--- src/rtl/core/ple_pkg.sv ---
// ple_pkg: shared constants and types for the positional list engine.
// No dependencies.
`default_nettype none
package ple_pkg;
  localparam int unsigned Capacity = 16;
  localparam int unsigned IdxW = $clog2(Capacity);
  localparam int unsigned CntW = $clog2(Capacity + 1);

  typedef enum logic [2:0] {
    ACT_INS_FRONT = 3'd0,
    ACT_INS_BACK  = 3'd1,
    ACT_DEL_FRONT = 3'd2,
    ACT_DEL_BACK  = 3'd3,
    ACT_INS_AT    = 3'd4,
    ACT_DEL_AT    = 3'd5,
    ACT_DUMP      = 3'd6,
    ACT_NOP       = 3'd7
  } action_e;

  typedef enum logic [1:0] {
    ST_OK     = 2'd0,
    ST_BADPOS = 2'd1,
    ST_FULL   = 2'd2,
    ST_EMPTY  = 2'd3
  } status_e;

  // memory access request from the sequencer
  typedef struct packed {
    logic              rd_en;
    logic [IdxW-1:0]   rd_addr;
    logic              wr_en;
    logic [IdxW-1:0]   wr_addr;
    logic [31:0]       wr_data;
  } mem_req_t;
endpackage
`default_nettype wire

--- src/rtl/core/ple_ram.sv ---
// ple_ram: entry storage, one write port and one registered read port.
// Depends on ple_pkg.
`default_nettype none
module ple_ram (
  input  wire logic              clk_i,
  input  wire ple_pkg::mem_req_t req_i,
  output logic [31:0]            rd_data_o
);
  logic [31:0] mem_q [ple_pkg::Capacity];

  always_ff @(posedge clk_i) begin
    if (req_i.wr_en) mem_q[req_i.wr_addr] <= req_i.wr_data;
    if (req_i.rd_en) rd_data_o <= mem_q[req_i.rd_addr];
  end
endmodule
`default_nettype wire

--- src/rtl/core/positional_list_engine.sv ---
// positional_list_engine: top level, sequencer around the entry RAM.
// Depends on ple_pkg and ple_ram.
//
//  channel | signals                                   | dir
//  in      | in_valid_i/in_ready_o, action/value/position | in
//  out     | out_valid_o/out_ready_i, status/count/element/element_valid/last | out
//
// One word at a time. Back inserts and back deletes move no entries; every other
// edit moves the entries after its position one at a time, each read and then written
// through the single RAM port pair. A dump reads each element and outputs it as its own word.
// Reset clears the count; entries stay undefined. A stalled output holds the
// sequencer; input is taken only when idle.
`default_nettype none
module positional_list_engine (
  input  wire logic        clk_i,
  input  wire logic        rst_ni,
  input  wire logic        in_valid_i,
  output logic             in_ready_o,
  input  wire logic [2:0]  action_i,
  input  wire logic signed [31:0] value_i,
  input  wire logic [7:0]  position_i,
  output logic             out_valid_o,
  input  wire logic        out_ready_i,
  output logic [1:0]       status_o,
  output logic [4:0]       count_o,
  output logic signed [31:0] element_o,
  output logic             element_valid_o,
  output logic             last_o
);
  localparam int unsigned IdxW = ple_pkg::IdxW;
  localparam int unsigned CntW = ple_pkg::CntW;

  localparam logic [2:0] S_IDLE = 3'd0;
  localparam logic [2:0] S_RD   = 3'd1;  // read issued, data next cycle
  localparam logic [2:0] S_WR   = 3'd2;  // write shifted word
  localparam logic [2:0] S_DRD  = 3'd3;  // dump read wait
  localparam logic [2:0] S_OUT  = 3'd4;  // result waiting

  logic [2:0]      state_q, state_d;
  logic [CntW-1:0] cnt_q, cnt_d;
  logic [CntW-1:0] ptr_q, ptr_d;     // current shift / dump index
  logic [CntW-1:0] tgt_q, tgt_d;     // target index of the edit
  logic            ins_q, ins_d;     // 1 insert shift, 0 delete shift
  logic            dump_q, dump_d;
  logic [31:0]     val_q, val_d;
  logic [1:0]      st_q, st_d;
  logic [31:0]     el_q, el_d;
  logic            ev_q, ev_d, last_q, last_d;
  ple_pkg::mem_req_t req;
  logic [31:0]     rd_data;

  ple_ram u_ram (.clk_i(clk_i), .req_i(req), .rd_data_o(rd_data));

  logic [8:0] pos9, cnt9;
  assign pos9 = {1'b0, position_i};
  assign cnt9 = 9'(cnt_q);

  // sequencer
  always_comb begin
    state_d = state_q; cnt_d = cnt_q; ptr_d = ptr_q; tgt_d = tgt_q;
    ins_d = ins_q; dump_d = dump_q; val_d = val_q; st_d = st_q;
    el_d = el_q; ev_d = ev_q; last_d = last_q;
    req = '0;
    unique case (state_q)
      S_IDLE: begin
        if (in_valid_i) begin
          st_d = ple_pkg::ST_OK; el_d = '0; ev_d = 1'b0; last_d = 1'b1;
          val_d = value_i; dump_d = 1'b0; state_d = S_OUT;
          unique case (action_i) inside
            ple_pkg::ACT_INS_FRONT, ple_pkg::ACT_INS_BACK, ple_pkg::ACT_INS_AT: begin
              if (action_i == ple_pkg::ACT_INS_AT &&
                  (pos9 == 9'd0 || pos9 > cnt9 + 9'd1)) st_d = ple_pkg::ST_BADPOS;
              else if (cnt9 >= 9'(ple_pkg::Capacity)) st_d = ple_pkg::ST_FULL;
              else begin
                ins_d = 1'b1;
                tgt_d = (action_i == ple_pkg::ACT_INS_FRONT) ? '0 :
                        (action_i == ple_pkg::ACT_INS_BACK) ? cnt_q :
                        CntW'(pos9 - 9'd1);
                ptr_d = cnt_q;   // write index walks down from count
                state_d = S_RD;
              end
            end
            ple_pkg::ACT_DEL_FRONT, ple_pkg::ACT_DEL_BACK, ple_pkg::ACT_DEL_AT: begin
              if (action_i == ple_pkg::ACT_DEL_AT) begin
                if (pos9 == 9'd0 || pos9 > cnt9) st_d = ple_pkg::ST_BADPOS;
              end else if (cnt_q == '0) st_d = ple_pkg::ST_EMPTY;
              if (st_d == ple_pkg::ST_OK) begin
                ins_d = 1'b0;
                tgt_d = (action_i == ple_pkg::ACT_DEL_FRONT) ? '0 :
                        (action_i == ple_pkg::ACT_DEL_BACK) ? cnt_q - 1'b1 :
                        CntW'(pos9 - 9'd1);
                ptr_d = tgt_d;   // write index walks up
                state_d = S_RD;
              end
            end
            ple_pkg::ACT_DUMP: begin
              if (cnt_q != '0) begin
                dump_d = 1'b1; ptr_d = '0;
                req.rd_en = 1'b1; req.rd_addr = '0;
                state_d = S_DRD;
              end
            end
            default: ;
          endcase
        end
      end
      S_RD: begin
        // insert: move entry ptr-1 to ptr until ptr == tgt, then write value
        // delete: move entry ptr+1 to ptr until ptr+1 == count
        if (ins_q) begin
          if (ptr_q == tgt_q) begin
            req.wr_en = 1'b1; req.wr_addr = IdxW'(ptr_q); req.wr_data = val_q;
            cnt_d = cnt_q + 1'b1; state_d = S_OUT;
          end else begin
            req.rd_en = 1'b1; req.rd_addr = IdxW'(ptr_q - 1'b1);
            state_d = S_WR;
          end
        end else begin
          if (ptr_q + 1'b1 >= cnt_q) begin
            cnt_d = cnt_q - 1'b1; state_d = S_OUT;
          end else begin
            req.rd_en = 1'b1; req.rd_addr = IdxW'(ptr_q + 1'b1);
            state_d = S_WR;
          end
        end
      end
      S_WR: begin
        req.wr_en = 1'b1; req.wr_addr = IdxW'(ptr_q); req.wr_data = rd_data;
        ptr_d = ins_q ? ptr_q - 1'b1 : ptr_q + 1'b1;
        state_d = S_RD;
      end
      S_DRD: begin
        el_d = rd_data; ev_d = 1'b1; st_d = ple_pkg::ST_OK;
        last_d = (ptr_q + 1'b1 == cnt_q);
        state_d = S_OUT;
      end
      S_OUT: begin
        if (out_ready_i) begin
          if (dump_q && !last_q) begin
            ptr_d = ptr_q + 1'b1;
            req.rd_en = 1'b1; req.rd_addr = IdxW'(ptr_q + 1'b1);
            state_d = S_DRD;
          end else state_d = S_IDLE;
        end
      end
      default: state_d = S_IDLE;
    endcase
  end

  always_ff @(posedge clk_i or negedge rst_ni) begin
    if (!rst_ni) begin
      state_q <= S_IDLE; cnt_q <= '0; dump_q <= 1'b0; ins_q <= 1'b0;
      ptr_q <= '0; tgt_q <= '0; last_q <= 1'b1;
    end else begin
      state_q <= state_d; cnt_q <= cnt_d; dump_q <= dump_d; ins_q <= ins_d;
      ptr_q <= ptr_d; tgt_q <= tgt_d; last_q <= last_d;
    end
  end

  // payload
  always_ff @(posedge clk_i) begin
    val_q <= val_d; st_q <= st_d; el_q <= el_d; ev_q <= ev_d;
  end

  assign in_ready_o      = (state_q == S_IDLE);
  assign out_valid_o     = (state_q == S_OUT);
  assign status_o        = st_q;
  assign count_o         = 5'(cnt_q);
  assign element_o       = el_q;
  assign element_valid_o = ev_q;
  assign last_o          = last_q;
endmodule
`default_nettype wire

--- config.mk ---
export PLATFORM = sky130hd
export DESIGN_NAME = positional_list_engine
export DESIGN_NICKNAME = d
export VERILOG_FILES = /design/src/rtl/core/ple_pkg.sv /design/src/rtl/core/ple_ram.sv /design/src/rtl/core/positional_list_engine.sv
export SDC_FILE = /design/constraint.sdc
export NUM_CORES = 1
export LEC_CHECK = 0
export BUFFER_PORTS_ARGS = -buffer_cell sky130_fd_sc_hd__buf_4
export CORE_AREA = 2 2 240 242
export DETAILED_ROUTE_END_ITERATION = 6
export DIE_AREA = 0 0 242 244
export SYNTH_ARGS = -nofsm -noshare
export SYNTH_HDL_FRONTEND = slang
export SYNTH_HIERARCHICAL = 1
export SYNTH_SLANG_ARGS = --single-unit
export TNS_END_PERCENT = 10
--- constraint.sdc ---
create_clock -name clk_i -period 5.53 [get_ports clk_i]
set_input_delay 1.106 -clock clk_i [delete_from_list [all_inputs] [get_ports clk_i]]
set_output_delay 1.106 -clock clk_i [all_outputs]
set_load 0.05 [all_outputs]
Yosys cells after proc, flatten, opt, wreduce, memory -nomap -nowiden
Memories as Yosys holds them, arrays and structs flattened. A register that Yosys moved wholly into a read port is not among the register bits.
Cells that the tools add are included.
Storage, ports and cells
  memories kept: 1
  logic and storage cells: 138
  flip-flop bits (word level): 88
  bits in writable memories: 512
Memory list
  u_ram.mem_q: words 16, width 32, read ports 1, clocked after Yosys merged registers in 1, wr ports 1, line ple_ram.sv:9  | logic [31:0] mem_q [ple_pkg::Capacity];
Cells by class
  reduce and logical (&&, ||, !) cells: 23
  eq/ne operators: 24
  order comparisons: 4
  multiplexer cells: 69
  add/subtract/negate cells: 6
Operators with widths (number)
  2-to-1 mux 5 bit: 25
  2-to-1 mux 37 bit: 2
  one-hot mux 37 bit (2 select lines): 1
  one-hot mux 32 bit (2 select lines): 1
  one-hot mux 5 bit (3 select lines): 3
  2-to-1 mux 32 bit: 1
  2-to-1 mux 3 bit: 9
  2-to-1 mux 2 bit: 9
  one-hot mux 3 bit (5 select lines): 1
  subtractor 5 x 1 -> 5 bit (second input constant): 3
  == test 3 x 2 -> 1 bit (second input constant): 4
  == test 3 bit (second input constant): 4
  adder 5 x 1 -> 5 bit (second input constant): 2
  == test 5 bit: 2
  2-to-1 mux 1 bit: 10
  one-hot mux 5 bit (2 select lines): 1
  zero test 9 bit: 1
  != test 3 bit (second input constant): 3
  one-hot mux 3 bit (3 select lines): 1
  AND reduction 9 bit: 1
  greater-than comparator 8 x 5 -> 1 bit: 1
  greater-than comparator 8 x 6 -> 1 bit: 1
  != test 2 bit (second input constant): 4
  one-hot mux 2 bit (2 select lines): 2
  other kinds (21): 34

Longest topological paths before layout
Gate-level depths: netlist of the first run.
  depth in word-level cells: 12
  gate-level depth with buffers: 16
  depth with buffers taken out: 13

Modules after synthesis
Netlist of the first run, hierarchy kept.
Modules (own cells, without submodules)
  ple_ram: instances 1, area each 20155.6 um^2, cells an instance 838
  positional_list_engine: instances 1, area each 5002.3 um^2, cells an instance 452

Worst setup path before layout of the first run
Ideal clock, no wire load.
  path type: register to register
  start point: reg state_q[2]
  end point: mem u_ram.mem_q[0][0], enable pin
  setup time: 0.461 ns
  data arrival time: 4.086 ns
  buffers on the path: 1
  slack: 0.983 ns
  stages on the path, launching flop included: 9
  cell sequence: dfrtp_1 -> clkbuf_1 -> nor2_1 -> nand2_1 -> nor3_2 -> nor2_1 -> inv_1 -> or3b_2 -> nor3_1
RTL lines
  start, declared: line positional_list_engine.sv:39  | logic [2:0] state_q, state_d;
  start signal, assigned: line positional_list_engine.sv:155  | state_q <= state_d; cnt_q <= cnt_d; dump_q <= dump_d; ins_q <= ins_d;
  end, declared: line ple_ram.sv:9

==> results.py, run 1 <==
metrics = {
    "timing": {
        "drv_slew": 0,
        "rsz0062_at_grt": "no",
        "fin_crit_ns": 4.63,
        "fin_worst_skew_ns": 0.0117,
        "finalCritPeriodShare_pct": 83.8,
        "hold_viol_final": 0,
        "fin_setup_tns_ns": 0,
        "max_freq_ghz": 0.216,
        "relSlewSlack_pct": 39.9,
        "worst_pin_slew_ns": 0.893,
        "setup_viol": 0,
    },
    "worst_setup_path": {
        "cp_num_cells": 15,
        "reg2reg_depth": 15,
        "max_stage_delay_ns": 0.58,
        "cp.required_ns": 5.86,
        "cp.buffers_inverters": 3,
        "critical_path_class": "flip-flop to flip-flop",
        "crit_chain": "nand3_1 -> xor2_1 -> inv_1 -> ha_1 -> a21o_1 -> a21oi_1 -> o21ai_0 -> a211oi_2 -> a21oi_1 -> a2111oi_2 -> buf_4 -> buf_4 -> mux4_2 -> a22oi_1 -> nand2_1",
        "critPathSlowestCell": "mux4_2",
        "worst_setup_path_start_kind": "flip-flop",
        "cp-end-kind": "flip-flop",
        "cp_top_family": "compound AO/OA/AOI/OAI gates",
        "cp.arrival_ns": 4.97,
        "path_max_fanout": 32,
    },
    "place": {
        "io_buffers": 89,
        "finalWeightedCongestion": 0.883,
        "place_inst": 2112,
        "hpwl_mm": 33.1,
    },
    "global_routing": {
        "overflow": 0,
        "grt.total_usage_pct": 20.3,
        "grt_pass1_vias": 13204,
        "grt_pass1_wl_mm": 87.5,
        "grt_antenna_before_repair": 2,
        "grt_max_degree": 78,
    },
    "clock_tree": {
        "clk_pin_slew_ns": 0.06,
        "cts_num_sinks": 632,
        "hold_buffers": 0,
        "cts-resized-gates": 0,
        "clock_path_buffers": 3,
        "cts_setup_buffers": 0,
        "htree_levels": 3,
        "clock_latency_ns": 0.59,
        "cts_buffers": 68,
        "cts.root.buffer_cell": "clkbuf_16",
        "tritoncts": "built",
    },
    "detailed_routing": {
        "routed_wl_mm": 59.1,
        "wl_per_cell_microns": 26.5,
        "drcViolationCount": 0,
        "vias_per_cell": 5.81,
        "via_count": 12950,
        "first_pass_iters": 7,
        "drtIter0Drc": 1191,
        "ant_nets": 0,
    },
    "logic_synthesis": {
        "yosysSeqAreaShare_pct": 75.0,
        "postSynthAreaPerCell_sq_um": 19.5,
        "postSynthCellCount": 1290,
        "ys_types": 68,
        "syn-num-nets": 1360,
        "netlist_area_sq_um": 25200,
        "ys_warn_count": 6,
        "async_reset_ff_share_pct": 3.32,
        "synth_edf_count": 611,
        "synth_ff_type": "edfxtp_1",
        "ys_ff_latch": 632,
    },
    "floorplanning": {
        "die_x_microns": 242,
        "dieArea_sq_um": 59000,
        "num_rows": 87,
        "die_h_microns": 244,
        "pin_count": 90,
        "core_region_area_sq_um": 56200,
        "initial_core_util_pct": 44.8,
    },
    "power": {
        "ir_drop_v": 0.000270,
        "switchingPower_mw": 4.07,
        "power.share.sequential_pct": 44.3,
        "p_per_area_nw_per_um2": 473,
        "p_leak_nw": 9.54,
        "switching_share_pct": 29.5,
        "pwr-share-comb_pct": 24.2,
        "power.internal_mw": 9.74,
        "clkPwrFrac_pct": 31.6,
    },
    "job": {
        "cap_violations": 0,
    },
    "worst_hold_path": {
        "hp-class": "input port to async pin",
    },
    "finish": {
        "multi_input_area_sq_um": 6070,
        "nNetsFinal": 1496,
        "utilization_pct": 52.0,
        "drive_gt1_share_pct": 27.3,
        "flow.area_growth_from_synthesis_pct": 16.2,
        "regArea_sq_um": 18900,
        "fillers": 4487,
        "diodes": 0,
        "fin_cells": 2230,
    },
    "outcome": {
        "status": "finished clean",
    },
}
==> area by class of cell <==
type	count	share of cell area (%)
Multi-Input combinational cell	570	20.8
Clock buffer	77	6.08
Sequential cell	632	64.6
Inverter	23	0.295
Tap cell	756	3.24
Timing Repair Buffer	131	3.84
Clock inverter	41	1.20
==> synthesized netlist by cell type (all sizes together) (19+ instances only) <==
| library cell | count | share of area (%) |
|---|---|---|
| buf | 32 | 0.71 |
| inv | 22 | 0.33 |
| clkbuf | 33 | 0.49 |
| a22o | 32 | 1.1 |
| a21oi | 23 | 0.46 |
| ha | 23 | 1.1 |
| a22oi | 68 | 2.0 |
| nor3 | 19 | 0.42 |
| nor2 | 35 | 0.52 |
| o21ai | 20 | 0.41 |
| nand2 | 65 | 0.97 |
| dfrtp | 20 | 2.0 |
| edfxtp | 611 | 73 |
| mux4 | 128 | 11 |
| and2 | 33 | 0.82 |
| xnor2 | 19 | 0.66 |
==> registers in the layout, summed over array words and instances (netlist names), 2 cells and up <==
register and cells:
u_ram/mem_q 512, state_q 3, tgt_q 5, u_ram/rd_data_o 32, element_o 32, status_o 2, ptr_q 5, val_q 32
count_o 5
==> routing by layer <==
layer / vias to the layer above / share of wire, % / track usage, %
li1: 5557 / - / -
met1: 6838 / 43 / 28.5
met2: 463 / 48 / 32.5
met3: 92 / 6.9 / 3.84
met4: 0 / 2.1 / 6.17
met5: - / 0 / 0
==> worst paths after layout <==
check	to	from	slack [ns]
worst max-delay path	u_ram/rd_data_o[22]	ptr_q[0]	0.90
worst min-delay path	ptr_q[1]	rst_ni	0.41
worst max register to register	u_ram/rd_data_o[22]	ptr_q[0]	0.90
worst min register to register	tgt_q[0]	tgt_q[0]	0.55
max in group asynchronous	last_o	rst_ni	4.83
min in group clk_i	tgt_q[0]	tgt_q[0]	0.55
==> power groups by stage <==
stage | clock [mW] | combinational [mW] | sequential, mW
floorplan | 0 | 2.18 | 6.33
global placement | 0 | 3.34 | 6.21
detailed placement | 0 | 3.37 | 6.21
CTS | 4.46 | 3.38 | 6.11
global route | 4.65 | 3.62 | 6.15
finish | 4.36 | 3.34 | 6.11
==> metrics by stage <==
| stage | hold slack (ns) | total power, mW | instance area [sq um] | setup WS [ns] |
|---|---|---|---|---|
| floorplan | 0.501 | 8.51 | 25200 | 0.983 |
| global placement | 0.534 | 9.54 | 27100 | 1.09 |
| detailed placement | 0.531 | 9.58 | 27100 | 0.918 |
| CTS | 0.384 | 14.0 | 29200 | 0.888 |
| global route | 0.410 | 14.4 | 29200 | 0.591 |
| finish | 0.412 | 13.8 | 29200 | 0.895 |
==> cell usage in the layout, fill, tap and decap left out, types with 7 or more instances in the layout <==
cell type and instances:
clkbuf_16 70, edfxtp_1 611, nand2b_1 7, a21oi_1 23, clkinv_2 10, and2_1 32
xnor2_1 19, o21ai_0 19, a22oi_1 68, inv_1 20, nor2_1 21, nand2_1 63
buf_4 120, nor3_1 13, clkinv_1 22, mux4_2 128, ha_1 23, mux2_2 8
nand3_1 12, buf_12 11, a22o_1 32, nor2_4 14, dfrtp_1 20, clkbuf_1 7
nor2b_1 9
==> logic make-up (layout without fill, tap and decap cells) <==
kind of cell               after synthesis  in the layout  synth area share, %
AOI/OAI and AO/OA                      175            175                 5.11
buffers and inverters                   88            272                 1.54
adders and majority gates               23             23                 1.14
xor gates and xnor gates                24             24                0.836
DFF                                    632            632                 75.0
and+or+nand+nor                        206            206                 4.28
muxes                                  142            142                 12.1
(Power assumes the default switching activity.)
==> inputs of run 2 (changes only) <==
- clock period: 5.53 -> 4.7 ns (I/O delays scaled with it)
==> results.py, run 2 (synthesis gave the netlist of run 1 again) <==
metrics = {
    "detailed_routing": {
        "drtIter0Drc": 1314,
        "drcViolationCount": 0,
        "vias_per_cell": 5.86,
        "first_pass_iters": 6,
        "routed_wl_mm": 60.6,
        "via_count": 13095,
        "ant_nets": 0,
        "wl_per_cell_microns": 27.2,
    },
    "floorplanning": {
        "pin_count": 90,
        "initial_core_util_pct": 44.8,
        "num_rows": 87,
        "dieArea_sq_um": 59000,
        "die_x_microns": 242,
        "die_h_microns": 244,
        "core_region_area_sq_um": 56200,
    },
    "clock_tree": {
        "cts_buffers": 61,
        "tritoncts": "built",
        "clock_path_buffers": 3,
        "clk_pin_slew_ns": 0.07,
        "cts_num_sinks": 632,
        "htree_levels": 2,
        "clock_latency_ns": 0.62,
        "cts.root.buffer_cell": "clkbuf_16",
    },
    "worst_setup_path": {
        "crit_chain": "nand3_1 -> xor2_1 -> inv_1 -> ha_1 -> a21o_1 -> a21oi_1 -> o21ai_0 -> a211oi_2 -> a21oi_1 -> a2111oi_2 -> buf_4 -> buf_12 -> mux4_2 -> a22oi_1 -> nand2_1",
        "cp_common_cell": "a21oi_1",
        "critPathSlowestCell": "dfrtp_1",
        "worst_setup_path_start_kind": "flip-flop",
        "cp-end-kind": "flip-flop",
        "cp.required_ns": 5.07,
        "path_max_fanout": 27,
        "max_stage_delay_ns": 0.54,
        "cp.arrival_ns": 4.68,
        "critical_path_class": "flip-flop to flip-flop",
    },
    "timing": {
        "fin_worst_skew_ns": 0.0200,
        "relSlewSlack_pct": 40.2,
        "fin_setup_tns_ns": 0,
        "worst_pin_slew_ns": 0.888,
        "max_freq_ghz": 0.232,
        "fin_crit_ns": 4.32,
        "worst_slack_ns": 0.385,
        "finalCritPeriodShare_pct": 91.8,
        "hold_viol_final": 0,
        "rsz0062_at_grt": "no",
        "drv_slew": 0,
        "setup_viol": 0,
    },
    "finish": {
        "flow.area_growth_from_synthesis_pct": 15.7,
        "final_common_cell": "edfxtp_1",
        "top_register": "u_ram/mem_q",
        "drive_gt1_share_pct": 26.9,
        "utilization_pct": 51.8,
        "diodes": 0,
        "nNetsFinal": 1498,
        "largest_reg_flops": 512,
        "fin_cells": 2233,
        "most-common-layout-cells": "edfxtp_1 (611), mux4_2 (128), buf_4 (121), a22oi_1 (68)",
    },
    "global_routing": {
        "grt_max_degree": 47,
        "overflow": 0,
        "grt_pass1_vias": 13450,
        "grt.total_usage_pct": 20.6,
        "grt_antenna_before_repair": 2,
        "grt_pass1_wl_mm": 89.2,
    },
    "power": {
        "pwr-share-comb_pct": 26.0,
        "p_per_area_nw_per_um2": 543,
        "p_leak_nw": 9.44,
        "switching_share_pct": 30.3,
        "power.internal_mw": 11.0,
        "power.share.sequential_pct": 45.5,
        "switchingPower_mw": 4.78,
        "clkPwrFrac_pct": 28.5,
        "ir_drop_v": 0.000295,
    },
    "place": {
        "finalWeightedCongestion": 0.850,
        "pre_cts_ws_ns": 0.349,
        "io_buffers": 89,
        "place_inst": 2118,
        "hpwl_mm": 33.5,
    },
    "job": {
        "cap_violations": 0,
    },
    "worst_hold_path": {
        "hp-class": "input port to async pin",
    },
    "outcome": {
        "status": "finished clean",
    },
}
==> run 2: changes by cell type in the layout (fill, tap and decap cells not counted), moves of 2 or more <==
| cell | change |
|---|---|
| clkinv_2 | -3 |
| buf_12 | +6 |
| bufinv_16 | -5 |
| clkinvlp_4 | +2 |
| inv_6 | -2 |
| clkbuf_1 | +20 |
| clkinv_1 | -12 |
| clkbuf_16 | -7 |
==> run 2: critical path, delay by kind of cell (launching register included) <==
kind / cells / cell delay, ns
AOI/OAI and AO/OA: 7 / 1.51
and+or+nand+nor: 2 / 0.26
adders and majority gates: 1 / 0.29
muxes: 1 / 0.54
DFF: 1 / 0.54
buffers and inverters: 3 / 0.64
xor gates and xnor gates: 1 / 0.25
==> run 2: layer usage <==
| layer | wire length, microns | GRT usage [%] | vias up |
|---|---|---|---|
| li1 | - | - | 5555 |
| met5 | 0 | 0 | - |
| met1 | 25900 | 29.3 | 6936 |
| met3 | 4330 | 3.34 | 86 |
| met2 | 29100 | 33.7 | 518 |
| met4 | 1280 | 5.10 | 0 |
==> run 2: cell type report <==
type,count,area (sq um)
Clock buffer,89,1650
Clock inverter,23,170
Fill cell,4480,27100
Inverter,23,86.3
Multi-Input combinational cell,570,6070
Sequential cell,632,18900
Tap cell,756,946
Timing Repair Buffer,140,1300
==> run 2: final timing paths <==
| kind | from | end | slack, ns | depth (start not counted) |
|---|---|---|---|---|
| worst max-delay path | ptr_q[0] | u_ram/rd_data_o[2] | 0.38 | 15 |
| worst min-delay path | rst_ni | tgt_q[4] | 0.20 | 1 |
| worst min register to register | tgt_q[1] | tgt_q[1] | 0.53 | 1 |
| min in group clk_i | value_i[9] | val_q[9] | 0.49 | 1 |
| max in group asynchronous | rst_ni | last_o | 4.22 | 1 |
| worst max register to register | ptr_q[0] | u_ram/rd_data_o[2] | 0.38 | 15 |
==> run 2: repair_timing <==
item,in CTS,in global routing
endpoints found under the setup margin,0,13
hold endpoints to repair,0,0
gates resized for setup,0,1
hold buffers,0,0
setup buffers,0,2
==> run 2: through the flow <==
step | cell area, sq um | hold WS [ns] | power, mW
detailed placement | 27200 | 0.522 | 11.4
CTS | 29100 | 0.176 | 15.9
global placement | 27200 | 0.519 | 11.3
global route | 29100 | 0.206 | 16.5
finish | 29100 | 0.198 | 15.8
floorplan | 25200 | 0.501 | 10.0
==> run 2: power by group through the flow <==
stage	Sequential [mW]	Combinational (mW)	Clock, mW
6_report	7.19	4.10	4.50
5_1_grt	7.23	4.43	4.82
4_1_cts	7.19	4.10	4.61
3_5_place_dp	7.30	4.08	0
3_3_place_gp	7.30	4.04	0
2_1_floorplan	7.45	2.57	0
==> inputs of run 3 (changes only) <==
- clock period: 4.7 -> 4.5 ns (I/O delays scaled with it)
==> results.py, run 3 (synthesis gave the netlist of run 1 again) <==
metrics = {
    "worst_setup_path": {
        "cp_common_cell": "a21oi_1",
        "crit_chain": "nand3_1 -> xor2_1 -> inv_1 -> ha_1 -> a21o_1 -> a21oi_1 -> o21ai_0 -> a211oi_2 -> a21oi_1 -> a2111oi_4 -> buf_6 -> buf_8 -> mux4_2 -> a22oi_1 -> nand2_1",
        "critPathSlowestCell": "mux4_2",
        "cp.arrival_ns": 4.47,
        "worst_setup_path_start_kind": "flip-flop",
        "cp.required_ns": 4.83,
        "cp-end-kind": "flip-flop",
        "path_max_fanout": 19,
        "critical_path_class": "flip-flop to flip-flop",
        "max_stage_delay_ns": 0.53,
    },
    "floorplanning": {
        "die_x_microns": 242,
        "pin_count": 90,
        "dieArea_sq_um": 59000,
        "initial_core_util_pct": 44.8,
        "die_h_microns": 244,
        "core_region_area_sq_um": 56200,
        "num_rows": 87,
    },
    "global_routing": {
        "grt.total_usage_pct": 20.7,
        "grt_max_degree": 67,
        "overflow": 0,
        "grt_pass1_vias": 13374,
        "grt_antenna_before_repair": 1,
        "grt_pass1_wl_mm": 89.1,
    },
    "power": {
        "clkPwrFrac_pct": 31.8,
        "finalPower_mw": 17.3,
        "p_leak_nw": 9.63,
        "switching_share_pct": 29.5,
        "ir_drop_v": 0.000324,
        "power.internal_mw": 12.2,
        "p_per_area_nw_per_um2": 588,
        "pwr-share-comb_pct": 25.2,
        "switchingPower_mw": 5.12,
        "power.share.sequential_pct": 43.0,
    },
    "clock_tree": {
        "cts.root.buffer_cell": "clkbuf_16",
        "clk_pin_slew_ns": 0.06,
        "cts_buffers": 66,
        "htree_levels": 3,
        "tritoncts": "built",
        "cts_num_sinks": 632,
        "clock_latency_ns": 0.60,
        "hold_buffers": 0,
        "clock_path_buffers": 3,
    },
    "place": {
        "finalWeightedCongestion": 0.853,
        "place_inst": 2122,
        "hpwl_mm": 32.6,
        "pre_cts_ws_ns": 0.170,
        "placement.cell_area_sq_um": 27200,
        "io_buffers": 89,
    },
    "timing": {
        "relSlewSlack_pct": 38.5,
        "setup_viol": 0,
        "hold_viol_final": 0,
        "worst_slack_ns": 0.355,
        "max_freq_ghz": 0.241,
        "fin_setup_tns_ns": 0,
        "worst_pin_slew_ns": 0.910,
        "drv_slew": 0,
        "fin_crit_ns": 4.14,
        "holdWs_ns": 0.202,
        "finalCritPeriodShare_pct": 92.1,
        "fin_worst_skew_ns": 0.0257,
    },
    "finish": {
        "fin_cells": 2240,
        "nNetsFinal": 1506,
        "diodes": 0,
        "drive_gt1_share_pct": 28.0,
        "final_common_cell": "edfxtp_1",
        "most-common-layout-cells": "edfxtp_1 (611), mux4_2 (128), buf_4 (125), clkbuf_16 (71), a22oi_1 (68)",
        "flow.area_growth_from_synthesis_pct": 17.2,
        "largest_reg_flops": 512,
        "top_register": "u_ram/mem_q",
        "stdcell_area_sq_um": 29500,
        "utilization_pct": 52.5,
    },
    "detailed_routing": {
        "wl_per_cell_microns": 27.2,
        "drcViolationCount": 0,
        "first_pass_iters": 5,
        "vias_per_cell": 5.85,
        "drtIter0Drc": 1264,
        "routed_wl_mm": 60.9,
        "via_count": 13111,
        "ant_nets": 0,
    },
    "outcome": {
        "status": "finished clean",
    },
    "job": {
        "cap_violations": 0,
    },
    "worst_hold_path": {
        "hp-class": "input port to async pin",
    },
}
-- run 3: cell types whose count changed in the layout (fill, tap and decap cells not counted), sizes merged --
cell,previous run,this run
bufinv,1,8
clkinv,19,15
buf,139,141
inv,24,26
clkbuf,90,91
clkinvlp,2,1
-- run 3: power by group through the flow --
stage,registers (mW),clock network [mW],logic [mW]
finish,7.45,5.51,4.37
floorplan,7.77,0,2.69
CTS,7.45,5.61,4.33
global placement,7.56,0,4.27
detailed placement,7.56,0,4.32
global route,7.48,5.87,4.73
-- run 3: worst max-delay path: cells and delay by family (launching register included) --
family	cells	cell delay, ns
and+or+nand+nor	2	0.21
xor gates and xnor gates	1	0.25
AOI/OAI and AO/OA	7	1.50
adders and majority gates	1	0.29
muxes	1	0.53
buffers and inverters	3	0.59
DFF	1	0.49
-- run 3: cell type report --
| class | instances | area, sq um |
|---|---|---|
| clock buffers | 89 | 1800 |
| clock inverters | 27 | 377 |
| fillers | 4489 | 26700 |
| inverters | 23 | 86.3 |
| multi-input cells | 570 | 6090 |
| flip-flops and latches | 632 | 18900 |
| well taps | 756 | 946 |
| repair buffers | 143 | 1300 |
-- run 3: layer usage --
layer	wire, microns	vias to the layer above	part of all wire [%]	track usage (%)
li1	-	5566	-	-
met1	25800	6922	42	28.9
met2	29500	555	48	33.6
met3	4500	68	7.4	3.79
met4	1070	0	1.8	5.74
met5	0	-	0	0
-- run 3: final timing paths --
check | startpoint | to | slack (ns) | cells past startpoint
worst min-delay path | rst_ni | count_o[1] | 0.20 | 1
worst max-delay path | ptr_q[0] | u_ram/rd_data_o[7] | 0.36 | 15
min in group clk_i | value_i[18] | val_q[18] | 0.47 | 1
worst min register to register | tgt_q[3] | tgt_q[3] | 0.53 | 1
max in group asynchronous | rst_ni | last_o | 4.00 | 1
worst max register to register | ptr_q[0] | u_ram/rd_data_o[7] | 0.36 | 15
-- run 3: timing repair --
action,CTS,global route
gates resized for setup,0,8
setup buffers,0,0
endpoints found under the setup margin,0,32
